## src/sv/hse_pkg.sv

```systemverilog
// ----------------------------------------------------------------------------
// hse_pkg: shared types and constants for the HMAC-SHA256 engine
// Holds the SHA-256 round constants, the initial value, and the command and
// status structs between controller and datapath.
// ----------------------------------------------------------------------------
package hse_pkg;

  localparam int KeyWords = 8;
  localparam int CfgAddrW = 6;
  localparam int CfgDataW = 64;
  localparam logic [7:0] IpadByte = 8'h36;
  localparam logic [7:0] OpadByte = 8'h5c;
  localparam logic [7:0] PadByte  = 8'h80;

  typedef logic [31:0] word_t;

  // Source of the block that the next compression works on.
  typedef enum logic [2:0] {
    SRC_IPAD,
    SRC_OPAD,
    SRC_MSG,
    SRC_PAD1,
    SRC_PADL,
    SRC_OUTER
  } blk_src_t;

  typedef struct packed {
    logic     init_iv;
    logic     start;
    blk_src_t src;
    logic     save_inner;
    logic     set_len_key;
    logic     cap_byte;
    logic     put_byte;
    logic     clr_buf;
  } dp_cmd_t;

  typedef struct packed {
    logic       busy;
    logic       full_after;
    logic       long_tail;
  } dp_sts_t;

  localparam word_t RoundK [64] = '{
    32'h428a2f98, 32'h71374491, 32'hb5c0fbcf, 32'he9b5dba5,
    32'h3956c25b, 32'h59f111f1, 32'h923f82a4, 32'hab1c5ed5,
    32'hd807aa98, 32'h12835b01, 32'h243185be, 32'h550c7dc3,
    32'h72be5d74, 32'h80deb1fe, 32'h9bdc06a7, 32'hc19bf174,
    32'he49b69c1, 32'hefbe4786, 32'h0fc19dc6, 32'h240ca1cc,
    32'h2de92c6f, 32'h4a7484aa, 32'h5cb0a9dc, 32'h76f988da,
    32'h983e5152, 32'ha831c66d, 32'hb00327c8, 32'hbf597fc7,
    32'hc6e00bf3, 32'hd5a79147, 32'h06ca6351, 32'h14292967,
    32'h27b70a85, 32'h2e1b2138, 32'h4d2c6dfc, 32'h53380d13,
    32'h650a7354, 32'h766a0abb, 32'h81c2c92e, 32'h92722c85,
    32'ha2bfe8a1, 32'ha81a664b, 32'hc24b8b70, 32'hc76c51a3,
    32'hd192e819, 32'hd6990624, 32'hf40e3585, 32'h106aa070,
    32'h19a4c116, 32'h1e376c08, 32'h2748774c, 32'h34b0bcb5,
    32'h391c0cb3, 32'h4ed8aa4a, 32'h5b9cca4f, 32'h682e6ff3,
    32'h748f82ee, 32'h78a5636f, 32'h84c87814, 32'h8cc70208,
    32'h90befffa, 32'ha4506ceb, 32'hbef9a3f7, 32'hc67178f2
  };

  localparam word_t StartValue [8] = '{
    32'h6a09e667, 32'hbb67ae85, 32'h3c6ef372, 32'ha54ff53a,
    32'h510e527f, 32'h9b05688c, 32'h1f83d9ab, 32'h5be0cd19
  };

endpackage

```

## src/sv/hse_stream_if.sv

```systemverilog
// ----------------------------------------------------------------------------
// hse_in_if / hse_out_if: valid-ready channels of the HMAC-SHA256 engine
// A beat moves when valid and ready are both high at a rising edge.
// ----------------------------------------------------------------------------
interface hse_in_if;
  logic       valid;
  logic       ready;
  logic [7:0] data_byte;
  logic       byte_present;
  logic       last_byte;
  modport source (output valid, data_byte, byte_present, last_byte, input ready);
  modport sink (input valid, data_byte, byte_present, last_byte, output ready);
  modport monitor (input valid, ready, data_byte, byte_present, last_byte);
endinterface

interface hse_out_if;
  logic        valid;
  logic        ready;
  logic [31:0] mac_word;
  logic [2:0]  word_index;
  logic        last_word;
  modport source (output valid, mac_word, word_index, last_word, input ready);
  modport sink (input valid, mac_word, word_index, last_word, output ready);
  modport monitor (input valid, ready, mac_word, word_index, last_word);
endinterface

```

## src/sv/hse_controller.sv

```systemverilog
// ----------------------------------------------------------------------------
// hse_controller: sequencer for the inner and outer hash passes
// Accepts items, orders the compressions and emits the eight MAC words.
// ----------------------------------------------------------------------------
module hse_controller (
  input  logic             clk,
  input  logic             rst_n,
  hse_in_if.sink           in_ch,
  hse_out_if.source        out_ch,
  input  hse_pkg::dp_sts_t sts,
  input  hse_pkg::word_t   digest [8],
  output hse_pkg::dp_cmd_t cmd
);

  typedef enum logic [3:0] {
    ST_IDLE, ST_IPAD, ST_BYTE, ST_MSGC, ST_PAD, ST_PAD1, ST_PADL,
    ST_OPAD, ST_OUTER, ST_WAIT, ST_EMIT
  } state_t;

  state_t     state_r, state_nxt;
  logic       open_r, open_nxt;
  logic       pend_byte_r, pend_byte_nxt;
  logic       pend_last_r, pend_last_nxt;
  logic [2:0] idx_r, idx_nxt;
  state_t     ret_r, ret_nxt;
  logic       accept;

  assign in_ch.ready = (state_r == ST_IDLE);
  assign accept      = in_ch.valid && in_ch.ready;
  assign out_ch.valid      = (state_r == ST_EMIT);
  assign out_ch.mac_word   = digest[idx_r];
  assign out_ch.word_index = idx_r;
  assign out_ch.last_word  = (idx_r == 3'd7);

  // Next state and datapath commands.
  always_comb begin
    state_nxt = state_r; open_nxt = open_r; idx_nxt = idx_r; ret_nxt = ret_r;
    pend_byte_nxt = pend_byte_r; pend_last_nxt = pend_last_r;
    cmd = '0;
    cmd.src = hse_pkg::SRC_MSG;
    unique case (state_r)
      ST_IDLE: begin
        cmd.cap_byte = accept;
        if (accept && (in_ch.byte_present || in_ch.last_byte)) begin
          pend_byte_nxt = in_ch.byte_present;
          pend_last_nxt = in_ch.last_byte;
          if (!open_r) begin
            cmd.init_iv = 1'b1; cmd.start = 1'b1; cmd.src = hse_pkg::SRC_IPAD;
            cmd.set_len_key = 1'b1; open_nxt = 1'b1;
            state_nxt = ST_WAIT; ret_nxt = ST_BYTE;
          end else begin
            state_nxt = ST_BYTE;
          end
        end
      end
      ST_BYTE: begin
        if (pend_byte_r) begin
          cmd.put_byte = 1'b1;
          state_nxt = sts.full_after ? ST_MSGC : (pend_last_r ? ST_PAD : ST_IDLE);
        end else begin
          state_nxt = pend_last_r ? ST_PAD : ST_IDLE;
        end
      end
      ST_MSGC: begin
        cmd.start = 1'b1; cmd.src = hse_pkg::SRC_MSG;
        state_nxt = ST_WAIT; ret_nxt = pend_last_r ? ST_PAD : ST_IDLE;
      end
      ST_PAD: begin
        cmd.clr_buf = 1'b1;
        state_nxt = sts.long_tail ? ST_PAD1 : ST_PADL;
      end
      ST_PAD1: begin
        cmd.start = 1'b1; cmd.src = hse_pkg::SRC_PAD1;
        state_nxt = ST_WAIT; ret_nxt = ST_PADL;
      end
      ST_PADL: begin
        cmd.start = 1'b1; cmd.src = hse_pkg::SRC_PADL;
        state_nxt = ST_WAIT; ret_nxt = ST_OPAD;
      end
      ST_OPAD: begin
        cmd.save_inner = 1'b1; cmd.init_iv = 1'b1; cmd.start = 1'b1;
        cmd.src = hse_pkg::SRC_OPAD;
        state_nxt = ST_WAIT; ret_nxt = ST_OUTER;
      end
      ST_OUTER: begin
        cmd.start = 1'b1; cmd.src = hse_pkg::SRC_OUTER;
        state_nxt = ST_WAIT; ret_nxt = ST_EMIT; idx_nxt = '0;
      end
      ST_WAIT: begin
        if (!sts.busy) state_nxt = ret_r;
      end
      ST_EMIT: begin
        if (out_ch.ready) begin
          idx_nxt = idx_r + 3'd1;
          if (idx_r == 3'd7) begin
            state_nxt = ST_IDLE; open_nxt = 1'b0;
          end
        end
      end
      default: state_nxt = ST_IDLE;
    endcase
  end

  always_ff @(posedge clk) begin
    if (!rst_n) begin
      state_r <= ST_IDLE; open_r <= 1'b0; idx_r <= '0; ret_r <= ST_IDLE;
      pend_byte_r <= 1'b0; pend_last_r <= 1'b0;
    end else begin
      state_r <= state_nxt; open_r <= open_nxt; idx_r <= idx_nxt; ret_r <= ret_nxt;
      pend_byte_r <= pend_byte_nxt; pend_last_r <= pend_last_nxt;
    end
  end

endmodule

```

## src/flat_wrapper.sv

```systemverilog
// flat-port wrapper written by rule: the top's interface ports become plain ports
module hse_controller_flat 
  (clk, rst_n, sts, digest, cmd, in_ch_valid, in_ch_data_byte, in_ch_byte_present, in_ch_last_byte, in_ch_ready, out_ch_valid, out_ch_mac_word, out_ch_word_index, out_ch_last_word, out_ch_ready);
  hse_in_if in_ch_i ();
  hse_out_if out_ch_i ();
  input  logic clk;
  input  logic rst_n;
  input  hse_pkg::dp_sts_t sts;
  input  hse_pkg::word_t digest[8];
  output hse_pkg::dp_cmd_t cmd;
  input wire logic [$bits(in_ch_i.valid)-1:0] in_ch_valid;
  input wire logic [$bits(in_ch_i.data_byte)-1:0] in_ch_data_byte;
  input wire logic [$bits(in_ch_i.byte_present)-1:0] in_ch_byte_present;
  input wire logic [$bits(in_ch_i.last_byte)-1:0] in_ch_last_byte;
  output wire logic [$bits(in_ch_i.ready)-1:0] in_ch_ready;
  output wire logic [$bits(out_ch_i.valid)-1:0] out_ch_valid;
  output wire logic [$bits(out_ch_i.mac_word)-1:0] out_ch_mac_word;
  output wire logic [$bits(out_ch_i.word_index)-1:0] out_ch_word_index;
  output wire logic [$bits(out_ch_i.last_word)-1:0] out_ch_last_word;
  input wire logic [$bits(out_ch_i.ready)-1:0] out_ch_ready;
  assign in_ch_i.valid = in_ch_valid;
  assign in_ch_i.data_byte = in_ch_data_byte;
  assign in_ch_i.byte_present = in_ch_byte_present;
  assign in_ch_i.last_byte = in_ch_last_byte;
  assign in_ch_ready = in_ch_i.ready;
  assign out_ch_valid = out_ch_i.valid;
  assign out_ch_mac_word = out_ch_i.mac_word;
  assign out_ch_word_index = out_ch_i.word_index;
  assign out_ch_last_word = out_ch_i.last_word;
  assign out_ch_i.ready = out_ch_ready;
  hse_controller u_core (.clk(clk), .rst_n(rst_n), .in_ch(in_ch_i), .out_ch(out_ch_i), .sts(sts), .digest(digest), .cmd(cmd));
endmodule
```

## config.mk

```make
export PLATFORM = sky130hd
export DESIGN_NAME = hse_controller_flat
export DESIGN_NICKNAME = d
export VERILOG_FILES = /design/src/sv/hse_pkg.sv /design/src/sv/hse_stream_if.sv /design/src/sv/hse_controller.sv /design/src/flat_wrapper.sv
export SDC_FILE = /design/constraint.sdc
export NUM_CORES = 1
export LEC_CHECK = 0
export BUFFER_PORTS_ARGS = -buffer_cell sky130_fd_sc_hd__buf_2
export CAP_MARGIN = 20
export CORE_ASPECT_RATIO = 1.2
export CORE_MARGIN = 10
export CORE_UTILIZATION = 25
export CTS_CLUSTER_DIAMETER = 200
export DETAILED_ROUTE_END_ITERATION = 8
export GPL_TIMING_DRIVEN = 0
export PLACE_DENSITY = 0.74
export SETUP_SLACK_MARGIN = 0.05
export SLEW_MARGIN = 15
export SYNTH_ARGS = -nofsm -noshare
export SYNTH_HDL_FRONTEND = slang
export SYNTH_SLANG_ARGS = --single-unit
```

## constraint.sdc

```tcl
create_clock -name clk -period 2.1 [get_ports clk]
set_input_delay 0.315 -clock clk [delete_from_list [all_inputs] [get_ports clk]]
set_output_delay 0.315 -clock clk [all_outputs]
set_load 0.03 [all_outputs]
```

* Word-level counts from Yosys, hierarchy flattened
Index checks and enable logic that the tools add are counted.
Cells by class: eq/ne operators 15, $lt $le $gt $ge 1, muxes and demuxes 33, $add $sub $neg 1, reductions and logical operators 13, bitwise logic cells 1
Operator list (number):
- $bmux 32 s3 | 1
- $pmux 4 s6 | 3
- $mux 32 | 2
- $mux 4 | 8
- $eq 4x3->1 const B | 4
- $eq 4x4->1 const B | 3
- $mux 5 | 2
- $mux 1 | 9
- $mux 3 | 3
- $eq 4x2->1 const B | 2
- $reduce_and 4->1 | 2
- $ne 2x2->1 const B | 3
- $pmux 3 s2 | 1
- $reduce_bool 6->1 | 1
- $reduce_or 5->1 | 1
- $ge 4x4->1 const B | 1
- $logic_not 4->1 | 1
- $mux 2 | 2
- $ne 2x1->1 const B | 2
- $not 3->4 | 1
- $pmux 1 s2 | 2
- $reduce_and 2->1 | 2
- $reduce_bool 2->1 | 2
- $add 3x1->3 const B | 1
- 4 further kinds | 5
Storage, ports and cells: register bits after elaboration 14, input port bits 273

* Depth between registers and ports, before layout
Gate-level depths: netlist of the first run.
depth in word-level cells 5, depth in mapped cells 6, depth with buffers taken out 6

* Worst setup path after synthesis of the first run
Ideal clock, no wire load.
path type reg-to-output, start point reg u_core.state_r[0], end point out cmd[9] (netlist name), required time 1.785 ns, path slack -0.188 ns, buffers on the path 0, stages on the path, launching flop included 4, data arrival time 1.973 ns, cells stage by stage dfxtp_1 -> nor4_4 -> o211ai_1 -> o21ai_0
RTL lines:
- start, declared | line hse_controller.sv:20 | state_t state_r, state_nxt;
- start signal, assigned | line hse_controller.sv:109 | state_r <= state_nxt; open_r <= open_nxt; idx_r <= idx_nxt; ret_r <= ret_nxt;
- end, declared | line flat_wrapper.sv:10 | output hse_pkg::dp_cmd_t cmd;

* Worst setup path after layout of the first run
start point reg u_core.idx_r[0], in the netlist u_core.out_ch.word_index[0], end point out out_ch_mac_word[4]
Between the ends: longest elaborated chain between the ends 4
Ends and longest elaborated chain:
- start, declared | line hse_controller.sv:24 | logic [2:0] idx_r, idx_nxt;
- start signal, assigned | line hse_controller.sv:109
- $not 3->4 (not written as such) | line hse_controller.sv:31 | assign out_ch.mac_word = digest[idx_r];
- $bmux 32 s3 | line hse_controller.sv:31
- $mux 32 (not written as such) (2 in a row) | line hse_controller.sv:31
- end, declared | line flat_wrapper.sv:17 | output wire logic [$bits(out_ch_i.mac_word)-1:0] out_ch_mac_word;
No other way between the ends. The select of a mux whose other input is x is not followed.

==> results of run 1 <==
[worst reg2reg max path: stages, from the launching register on]
cell and delay, ns:
dfxtp_4 0.38, buf_4 0.15, ha_1 0.19, ha_1 0.26, nor3b_1 0.20, o21ai_1 0.13, and2_4 0.19, a311oi_1 0.20
[flip-flops by register name, indices dropped and copies added (netlist names)]
name / cells
u_core.ret_r: 4
u_core.state_r: 4
u_core.out_ch.word_index: 3
u_core.open_r: 1
u_core.pend_byte_r: 1
u_core.pend_last_r: 1
[power groups by stage]
stage	clock network, mW	registers (mW)	logic (mW)
after floorplan	0	0.393	1.08
after detailed placement	0	0.414	1.66
after CTS	0.410	0.409	1.82
final	0.409	0.415	1.89
after global routing	0.425	0.426	2.03
after global placement	0	0.411	1.64
[cells by family after synthesis]
group                      count (synthesis)
muxes                                     98
and+or+nand+nor                           51
AOI/OAI and AO/OA                         37
buffers and inverters                     28
DFF                                       14
adders and majority gates                  2
[cells in the final DEF, fill, tap and decap left out, types with 2 or more instances in the layout]
cell	synthesis	layout
buf_12	0	6
mux2i_1	2	2
o211ai_1	2	2
a22oi_1	2	2
mux4_2	60	64
clkbuf_8	0	3
buf_4	1	10
buf_2	12	281
and2_1	5	5
o21ai_1	1	2
o22ai_1	2	2
and3_1	2	2
a311oi_1	2	2
inv_1	2	2
a21oi_1	9	9
nor2_1	7	7
dfxtp_1	14	10
mux2_4	0	31
ha_1	2	2
clkbuf_4	0	3
nand2b_1	3	3
nand2_1	12	12
dfxtp_2	0	3
o21ai_0	7	6
clkbuf_2	1	4
clkbuf_16	0	7
buf_6	4	36
nor2b_1	4	4
nand3b_1	2	2
nor3b_1	2	2
diode_2	0	5
nand3_1	6	6
[routing by layer]
layer  global-route usage (%)  routed length (µm)  vias to the layer above  part of all wire, %
met4                     3.37                 272                        4                  1.4
met1                     25.5                7260                     1896                   37
met5                        0                  26                        -                 0.13
li1                         -                   -                     1646                    -
met3                     10.3                2410                       27                   12
met2                     39.1                9660                      249                   49
[repair_timing]
item                       in CTS  in global routing
hold buffers                    0                  0
gates resized for setup       118                 16
pin swaps                       1                  0
setup buffers                   6                  1
gates cloned                    0                  4
setup endpoints to repair      34                 36
[metrics by stage]
step	cell area, µm²	total power, mW
after detailed placement	4610	2.07
after floorplan	2860	1.48
after CTS	5130	2.64
after global routing	5280	2.88
after global placement	4610	2.05
final	5290	2.72
[path summary, 6_finish.rpt]
path                                    start                          end  slack [ns]
setup / recovery  u_core.out_ch.word_index[0]           out_ch_mac_word[4]       -0.13
hold / removal                   out_ch_ready  u_core.out_ch.word_index[0]        0.36
setup reg to reg  u_core.out_ch.word_index[0]            u_core.state_r[1]        0.30
hold reg to reg            u_core.pend_last_r           u_core.pend_last_r        0.46
[final cells by class]
class | instances | share of cell area [%]
antenna | 5 | 0.237
buffer | 25 | 4.83
clock buffer | 4 | 1.68
inverter | 3 | 0.213
multi-input combinational | 188 | 47.5
sequential | 14 | 5.44
tap | 154 | 3.64
timing repair buffer | 322 | 36.4
==> results.json, run 1 <==
{
  "p_clk_share_pct": 15.1,
  "clock_latency_ns": 0.25,
  "status": "finished with violations",
  "cp_num_cells": 5,
  "skew_ns": 0.00219,
  "drv_slew": 0,
  "antenna_found_initial": 6,
  "die-area_um2": 16100,
  "initial_core_util_pct": 25.8,
  "p_leak_nw": 2.46,
  "p_comb_share_pct": 69.7,
  "muxShareOfSynthArea_pct": 64.3,
  "peakVddDrop_v": 0.000652,
  "synth_top_area_cell": "mux4_2",
  "nNetsFinal": 832,
  "cpPeakStageDelay_ns": 0.50,
  "yosysMostFrequentCell": "mux4_2",
  "synth-edff-count": 0,
  "regArea_um2": 288,
  "internal_power_mw": 1.55,
  "drc": 0,
  "rsz0062_at_grt": "true",
  "worst_setup_path_start_kind": "register",
  "synth.yosys.warnings": 0,
  "clock_sink_count": 14,
  "multi_input_area_um2": 2510,
  "min_period_over_period_pct": 106,
  "fillCellCount": 1062,
  "cp.required_ns": 1.78,
  "whs_path_depth": 3,
  "preCtsSetupSlack_ns": -0.195,
  "min_period_ns": 2.23,
  "synth_compound_area_share_pct": 8.80,
  "yosysSeqAreaShare_pct": 9.81,
  "fin_ws_ns": -0.129,
  "std_cell_rows": 42,
  "layout-drive-gt1-share_pct": 81.8,
  "synthAdderAreaFrac_pct": 0.876,
  "fin_cells": 715,
  "die_x_um": 118,
  "placed_cells": 695,
  "antenna_left": 0,
  "hold_viol_final": 0,
  "dieHeight_um": 137,
  "cp_slowest_cell": "mux4_2",
  "grt_max_degree": 11,
  "synth_area_um2": 2860,
  "hpwl_mm": 16.7,
  "path_max_fanout": 6,
  "numCtsBuffers": 3,
  "powerDensity_nw_per_um2": 514,
  "port-buffer-count": 311,
  "min_path_type": "input pin to register",
  "path_buf_inv": 3,
  "critical_path_arrival_ns": 1.91,
  "avgSynthCellArea_um2": 12.4,
  "setup_tns_ns": -3.59,
  "grt_pass1_wl_mm": 27.7,
  "cts-root-buf": "clkbuf_16",
  "cts.path.max_buffers": 2,
  "wl_per_cell_um": 27.5,
  "ys_types": 51,
  "drtPass1Iterations": 4,
  "synthToLayoutAreaGrowth_pct": 85.0,
  "wirelength_mm": 19.6,
  "synth_top_family_by_area": "multiplexers",
  "synthFlopType": "dfxtp_1",
  "grt_pass1_vias": 4143,
  "slew_headroom_pct": 64.8,
  "via_count": 3822,
  "io_pins": 321,
  "post-route-util_pct": 47.7,
  "cts_tree": "done",
  "swShare_pct": 43.0,
  "synth_area_leaders": "mux4_2 47%, mux2_2 13%, dfxtp_1 9.8%",
  "ys_ff_latch": 14,
  "clk_pin_slew_worst_paths_ns": 0.05,
  "synth_nets": 505,
  "place_congestion": 0.926,
  "cts_max_level": 1,
  "syn_inst": 230,
  "maxCapViolCount": 0,
  "drt-vias-per-instance": 5.35,
  "synthArstFlopShare_pct": 0,
  "setup_viol": 32,
  "seqPwrFrac_pct": 15.3,
  "yosys.area_share.simple_pct": 10.4,
  "r2r_cells": 7,
  "cpMostUsedCell": "buf_12",
  "synth_xor_area_share_pct": 0,
  "critPathTopFamily": "multiplexers",
  "overflow": 0,
  "track_usage_pct": 22.6,
  "crit_path_end_kind": "primary output",
  "core-area_um2": 11100,
  "first_iter_violations": 281,
  "path_class": "register to primary output",
  "tightest_slew_ns": 0.523,
  "whs_ns": 0.356,
  "netlist.area_leader.share_pct": 47.3,
  "fmax_mhz": 449,
  "violations": "setup timing",
  "crit_chain": "buf_12 -> buf_12 -> mux4_2 -> mux2_4 -> buf_6",
  "ys_top_cells_by_count": "60 x mux4_2, 32 x mux2_2, 14 x dfxtp_1, 12 x buf_2, 12 x nand2_1",
  "power_switching_mw": 1.17
}
No activity file was read; power rests on OpenSTA's default activity.
==> inputs of run 2 (changes only) <==
Settings changed: CORE_AREA from default to 2 2 124 126, CORE_ASPECT_RATIO 1.2 to default, CORE_MARGIN 10 to default, CORE_UTILIZATION 25 to default, DIE_AREA from default to 0 0 126 128, PLACE_DENSITY 0.74 to 0.65.
Clock period 2.1 ns to 1.99 ns, I/O delays scaled along.
==> run 2 against run 1 <==
Net effect: the flow still finishes with violations (setup timing); total power is 2.9% higher; non-clock buffer count is 3 higher; utilization is 13 points lower; clock-buffer cell count stayed put; register-to-register slack worse by 0.10 ns; sequential power is 4.8% higher; first-iteration DRC count is 47% lower; hold slack worse by 0.016 ns; critical path type unchanged; largest cell class unchanged; highest routed layer unchanged.
==> results.json, run 2 (synthesized netlist as in run 1, its figures left out) <==
{
  "cts.path.max_buffers": 2,
  "min_path_type": "input pin to register",
  "antenna_found_initial": 4,
  "place_congestion": 0.887,
  "r2r_slack_ns": 0.20,
  "regArea_um2": 289,
  "p_leak_nw": 2.41,
  "r2r_cells": 7,
  "hp-start": "out_ch_ready",
  "dieHeight_um": 128,
  "min_period_ns": 2.26,
  "skew_ns": 0.00136,
  "preCtsSetupSlack_ns": -0.207,
  "grt_pass1_wl_mm": 21.7,
  "drv_slew": 0,
  "fin_ws_ns": -0.272,
  "fmax_mhz": 442,
  "antenna_left": 0,
  "hold_viol_final": 0,
  "worst_setup_path_start_kind": "register",
  "whs_path_depth": 3,
  "layout_common_cells": "290 x buf_2, 62 x mux4_2, 26 x buf_6",
  "min_period_over_period_pct": 114,
  "nNetsFinal": 835,
  "layout-drive-gt1-share_pct": 82.1,
  "drt-vias-per-instance": 4.89,
  "drc": 0,
  "cp.required_ns": 1.69,
  "violations": "setup timing",
  "rr_startpoint": "u_core.out_ch.word_index[0]",
  "die_x_um": 126,
  "critical_path_arrival_ns": 1.96,
  "path_max_fanout": 5,
  "std_cell_rows": 45,
  "setup_tns_ns": -7.17,
  "status": "finished with violations",
  "setup_viol": 32,
  "grt_max_degree": 11,
  "cts-root-buf": "clkbuf_16",
  "port-buffer-count": 311,
  "multi_input_area_um2": 2480,
  "cts_hold_buf": 0,
  "via_count": 3671,
  "r2r_end": "u_core.state_r[0]",
  "track_usage_pct": 17.4,
  "final_common_cell": "buf_2",
  "tightest_slew_ns": 0.460,
  "fillCellCount": 1516,
  "grt_pass1_vias": 3655,
  "cts_max_level": 1,
  "io_pins": 321,
  "clock_latency_ns": 0.24,
  "overflow": 0,
  "rsz0062_at_grt": "true",
  "numCtsBuffers": 3,
  "crit_path_end_kind": "primary output",
  "hpwl_mm": 12.7,
  "synthToLayoutAreaGrowth_pct": 82.2,
  "wirelength_mm": 15.3,
  "initial_core_util_pct": 19.2,
  "maxCapViolCount": 0,
  "first_iter_violations": 150,
  "path_class": "register to primary output",
  "die-area_um2": 16100,
  "clock_sink_count": 14,
  "slew_headroom_pct": 69.0,
  "powerDensity_nw_per_um2": 537,
  "core-area_um2": 14900,
  "clk_pin_slew_worst_paths_ns": 0.05,
  "min_to": "u_core.out_ch.word_index[0]",
  "peakVddDrop_v": 0.000726,
  "drtPass1Iterations": 4,
  "cts_tree": "done",
  "wl_per_cell_um": 20.4
}
## run 2: cell count changes in the layout (fill, tap and decap cells not counted), sizes merged
cell / before / now
clkbuf: 17 / 13
buf: 334 / 341
diode: 5 / 3
## run 2: worst max-delay path by stage
stage	from	endpoint	slack [ns]	depth (start not counted)
final	u_core.out_ch.word_index[0]	out_ch_mac_word[31]	-0.27	5
after global routing	u_core.out_ch.word_index[0]	out_ch_mac_word[24]	-0.32	6
after CTS	u_core.out_ch.word_index[0]	out_ch_mac_word[30]	-0.30	6
after detailed placement	u_core.out_ch.word_index[1]	out_ch_mac_word[14]	-0.21	5
after global placement	u_core.out_ch.word_index[1]	out_ch_mac_word[13]	-0.21	5
after floorplan	u_core.state_r[2]	cmd[9]	0.04	3
## run 2: cell type report
type / count / share of cell area (%)
Antenna cell: 3 / 0.144
Buffer: 25 / 4.69
Clock buffer: 4 / 1.71
Inverter: 3 / 0.216
Multi-Input combinational cell: 188 / 47.7
Sequential cell: 14 / 5.55
Tap cell: 188 / 4.52
Timing Repair Buffer: 325 / 35.5
## run 2: report_power, final
part	switching, mW	leakage (nW)	internal [mW]
clock network	0.117	0.0442	0.304
registers	0.0795	0.117	0.355
logic	0.993	2.25	0.946
total	1.19	2.41	1.61
## run 2: per-stage QoR
stage / total power [mW] / std cells / hold slack [ns] / utilization, % / instance area (µm²)
6_report: 2.79 / 750 / 0.340 / 35.0 / 5210
5_1_grt: 2.95 / 750 / 0.370 / 35.0 / 5210
4_1_cts: 2.75 / 743 / 0.344 / 34.5 / 5130
3_5_place_dp: 2.15 / 729 / 0.459 / 31.4 / 4660
3_3_place_gp: 2.14 / 729 / 0.454 / 31.4 / 4660
2_1_floorplan: 1.56 / 230 / 0.436 / - / 2870
## run 2: per-layer routing
| layer | global-route usage, % | vias up | routed length, µm |
|---|---|---|---|
| met3 | 3.09 | 23 | 1160 |
| li1 | - | 1642 | - |
| met2 | 31.5 | 186 | 7970 |
| met5 | 0 | - | 10 |
| met1 | 21.0 | 1818 | 5820 |
| met4 | 5.43 | 2 | 323 |
## run 2: critical path, cell delays in order (launching register included)
cell and delay, ns:
dfxtp_4 0.40, buf_12 0.16, buf_4 0.16, mux4_2 0.55, mux2_2 0.28, buf_4 0.17
## run 2: what timing repair did
| action | CTS | global route |
|---|---|---|
| buffers inserted | 9 | 4 |
| pin swaps | 1 | 0 |
| resized for setup | 94 | 9 |
| cloned | 1 | 1 |
| endpoints found under the setup margin | 36 | 38 |
==> inputs of run 3 (changes only) <==
--- a/config.mk
+++ b/config.mk
@@ -13,4 +13,5 @@
 export DIE_AREA = 0 0 126 128
 export GPL_TIMING_DRIVEN = 0
+export HOLD_SLACK_MARGIN = 0.03
 export PLACE_DENSITY = 0.65
 export SETUP_SLACK_MARGIN = 0.05
==> constraint.sdc (replaced) <==
create_clock -name clk -period 1.99 [get_ports clk]
set_input_delay 0.199 -clock clk [delete_from_list [all_inputs] [get_ports clk]]
set_output_delay 0.199 -clock clk [all_outputs]
set_load 0.03 [all_outputs]
==> run 3 against run 2 <==
Net effect: the flow still finishes with violations (setup timing); die area unchanged; register-to-register slack got worse by 0.05 ns; final cell count decreased by 0.40%; clock power about the same; setup slack improved by 0.15 ns; global-route usage increased by 0.73 points; critical path type unchanged.
==> results.json, run 3 (synthesized netlist as in run 1, its figures left out) <==
{
  "layout_common_cells": "286 x buf_2, 62 x mux4_2, 34 x buf_6",
  "slew_headroom_pct": 70.1,
  "min_period_ns": 2.11,
  "whs_ns": 0.237,
  "port-buffer-count": 311,
  "grt_max_degree": 11,
  "clock_latency_ns": 0.24,
  "hpwl_mm": 13.5,
  "overflow": 0,
  "antenna_found_initial": 6,
  "min_to": "u_core.out_ch.word_index[0]",
  "r2r_slack_ns": 0.15,
  "powerDensity_nw_per_um2": 532,
  "p_comb_share_pct": 69.7,
  "status": "finished with violations",
  "min_path_type": "input pin to register",
  "path_buf_inv": 3,
  "layout-drive-gt1-share_pct": 81.6,
  "worst_setup_path_start_kind": "register",
  "nNetsFinal": 831,
  "synthToLayoutAreaGrowth_pct": 85.0,
  "p_leak_nw": 2.44,
  "wirelength_mm": 16.0,
  "multi_input_area_um2": 2520,
  "post-route-util_pct": 35.6,
  "hold_viol_final": 0,
  "min_period_over_period_pct": 106,
  "drc": 0,
  "die_x_um": 126,
  "std_cell_rows": 45,
  "cts_max_level": 1,
  "path_max_fanout": 5,
  "crit_path_end_kind": "primary output",
  "cts.path.max_buffers": 2,
  "drv_slew": 0,
  "dieHeight_um": 128,
  "io_pins": 321,
  "rsz0062_at_grt": "true",
  "setup_viol": 32,
  "regArea_um2": 287,
  "fin_cells": 747,
  "cp_slowest_cell": "mux4_2",
  "place_congestion": 0.887,
  "maxCapViolCount": 0,
  "crit_chain": "clkbuf_16 -> clkbuf_16 -> mux4_2 -> mux2_4 -> buf_6",
  "numCtsBuffers": 3,
  "wl_per_cell_um": 21.5,
  "core-area_um2": 14900,
  "cp.required_ns": 1.79,
  "initial_core_util_pct": 19.2,
  "grt_pass1_vias": 3781,
  "whs_path_depth": 3,
  "clock_sink_count": 14,
  "clk_pin_slew_worst_paths_ns": 0.05,
  "cpMostUsedCell": "clkbuf_16",
  "hp-start": "out_ch_ready",
  "fin_ws_ns": -0.119,
  "placed_cells": 729,
  "seqPwrFrac_pct": 15.4,
  "critical_path_arrival_ns": 1.91,
  "drtPass1Iterations": 4,
  "track_usage_pct": 18.1,
  "via_count": 3633,
  "violations": "setup timing",
  "rr_startpoint": "u_core.out_ch.word_index[0]",
  "drt-vias-per-instance": 4.86,
  "power_mw": 2.81,
  "cts_tree": "done",
  "tightest_slew_ns": 0.443,
  "cts-root-buf": "clkbuf_16",
  "fmax_mhz": 474,
  "final_common_cell": "buf_2",
  "r2r_cells": 7,
  "peakVddDrop_v": 0.000698,
  "die-area_um2": 16100,
  "antenna_left": 0,
  "grt_pass1_wl_mm": 22.2,
  "first_iter_violations": 136,
  "swShare_pct": 42.9,
  "critPathTopFamily": "multiplexers",
  "fillCellCount": 1532,
  "power_switching_mw": 1.21,
  "p_clk_share_pct": 14.9,
  "skew_ns": 0.00265,
  "cts_hold_buf": 0,
  "cpPeakStageDelay_ns": 0.49,
  "internal_power_mw": 1.60,
  "r2r_end": "u_core.state_r[2]",
  "path_class": "register to primary output"
}
-- run 3: worst max-delay path by stage --
stage / cells past startpoint / slack (ns) / from / endpoint
2_1_floorplan: 3 / 0.04 / u_core.state_r[0] / cmd[9]
3_3_place_gp: 5 / -0.13 / u_core.out_ch.word_index[1] / out_ch_mac_word[30]
3_5_place_dp: 5 / -0.14 / u_core.out_ch.word_index[1] / out_ch_mac_word[30]
4_1_cts: 5 / -0.15 / u_core.out_ch.word_index[0] / out_ch_mac_word[27]
5_1_grt: 5 / -0.17 / u_core.out_ch.word_index[0] / out_ch_mac_word[29]
6_report: 5 / -0.12 / u_core.out_ch.word_index[0] / out_ch_mac_word[29]
-- run 3: layer usage --
| layer | GRT usage (%) | part of all wire, % | vias up |
|---|---|---|---|
| met5 | 0 | 0.23 | - |
| met4 | 4.14 | 1.3 | 6 |
| met3 | 6.43 | 11 | 18 |
| met2 | 32.4 | 50 | 186 |
| met1 | 20.9 | 38 | 1784 |
| li1 | - | - | 1639 |
-- run 3: power by group through the flow --
| stage | Sequential, mW | Combinational (mW) | Clock (mW) |
|---|---|---|---|
| 6_report | 0.433 | 1.96 | 0.418 |
| 5_1_grt | 0.443 | 2.09 | 0.443 |
| 4_1_cts | 0.427 | 1.86 | 0.427 |
| 3_5_place_dp | 0.432 | 1.73 | 0 |
| 3_3_place_gp | 0.432 | 1.72 | 0 |
| 2_1_floorplan | 0.415 | 1.14 | 0 |
-- run 3: worst register-to-register path, stage by stage, from the launching register on --
cell     delay [ns]
dfxtp_4        0.37
buf_4          0.15
ha_1           0.19
ha_1           0.26
nor3b_1        0.24
o21ai_1        0.16
and2_4         0.20
and3_1         0.17
-- run 3: timing repair --
action | in CTS | in global routing
pin swaps | 1 | 0
endpoints found under the setup margin | 34 | 35
gates resized for setup | 77 | 57
buffers inserted | 6 | 1
gates cloned | 1 | 3
-- run 3: metrics by stage --
| step | cell area [µm²] | TNS (ns) | setup WS [ns] |
|---|---|---|---|
| 6_report | 5290 | -2.70 | -0.119 |
| 5_1_grt | 5280 | -4.32 | -0.166 |
| 4_1_cts | 5080 | -3.62 | -0.148 |
| 3_5_place_dp | 4650 | -2.23 | -0.136 |
| 3_3_place_gp | 4650 | -2.31 | -0.134 |
| 2_1_floorplan | 2860 | 0 | 0.0423 |
-- run 3: layout make-up --
class / count / share of cell area [%]
Antenna cell: 4 / 0.189
Buffer: 25 / 4.69
Clock buffer: 4 / 1.68
Inverter: 3 / 0.213
Multi-Input combinational cell: 188 / 47.6
Sequential cell: 14 / 5.42
Tap cell: 188 / 4.45
Timing Repair Buffer: 321 / 35.7
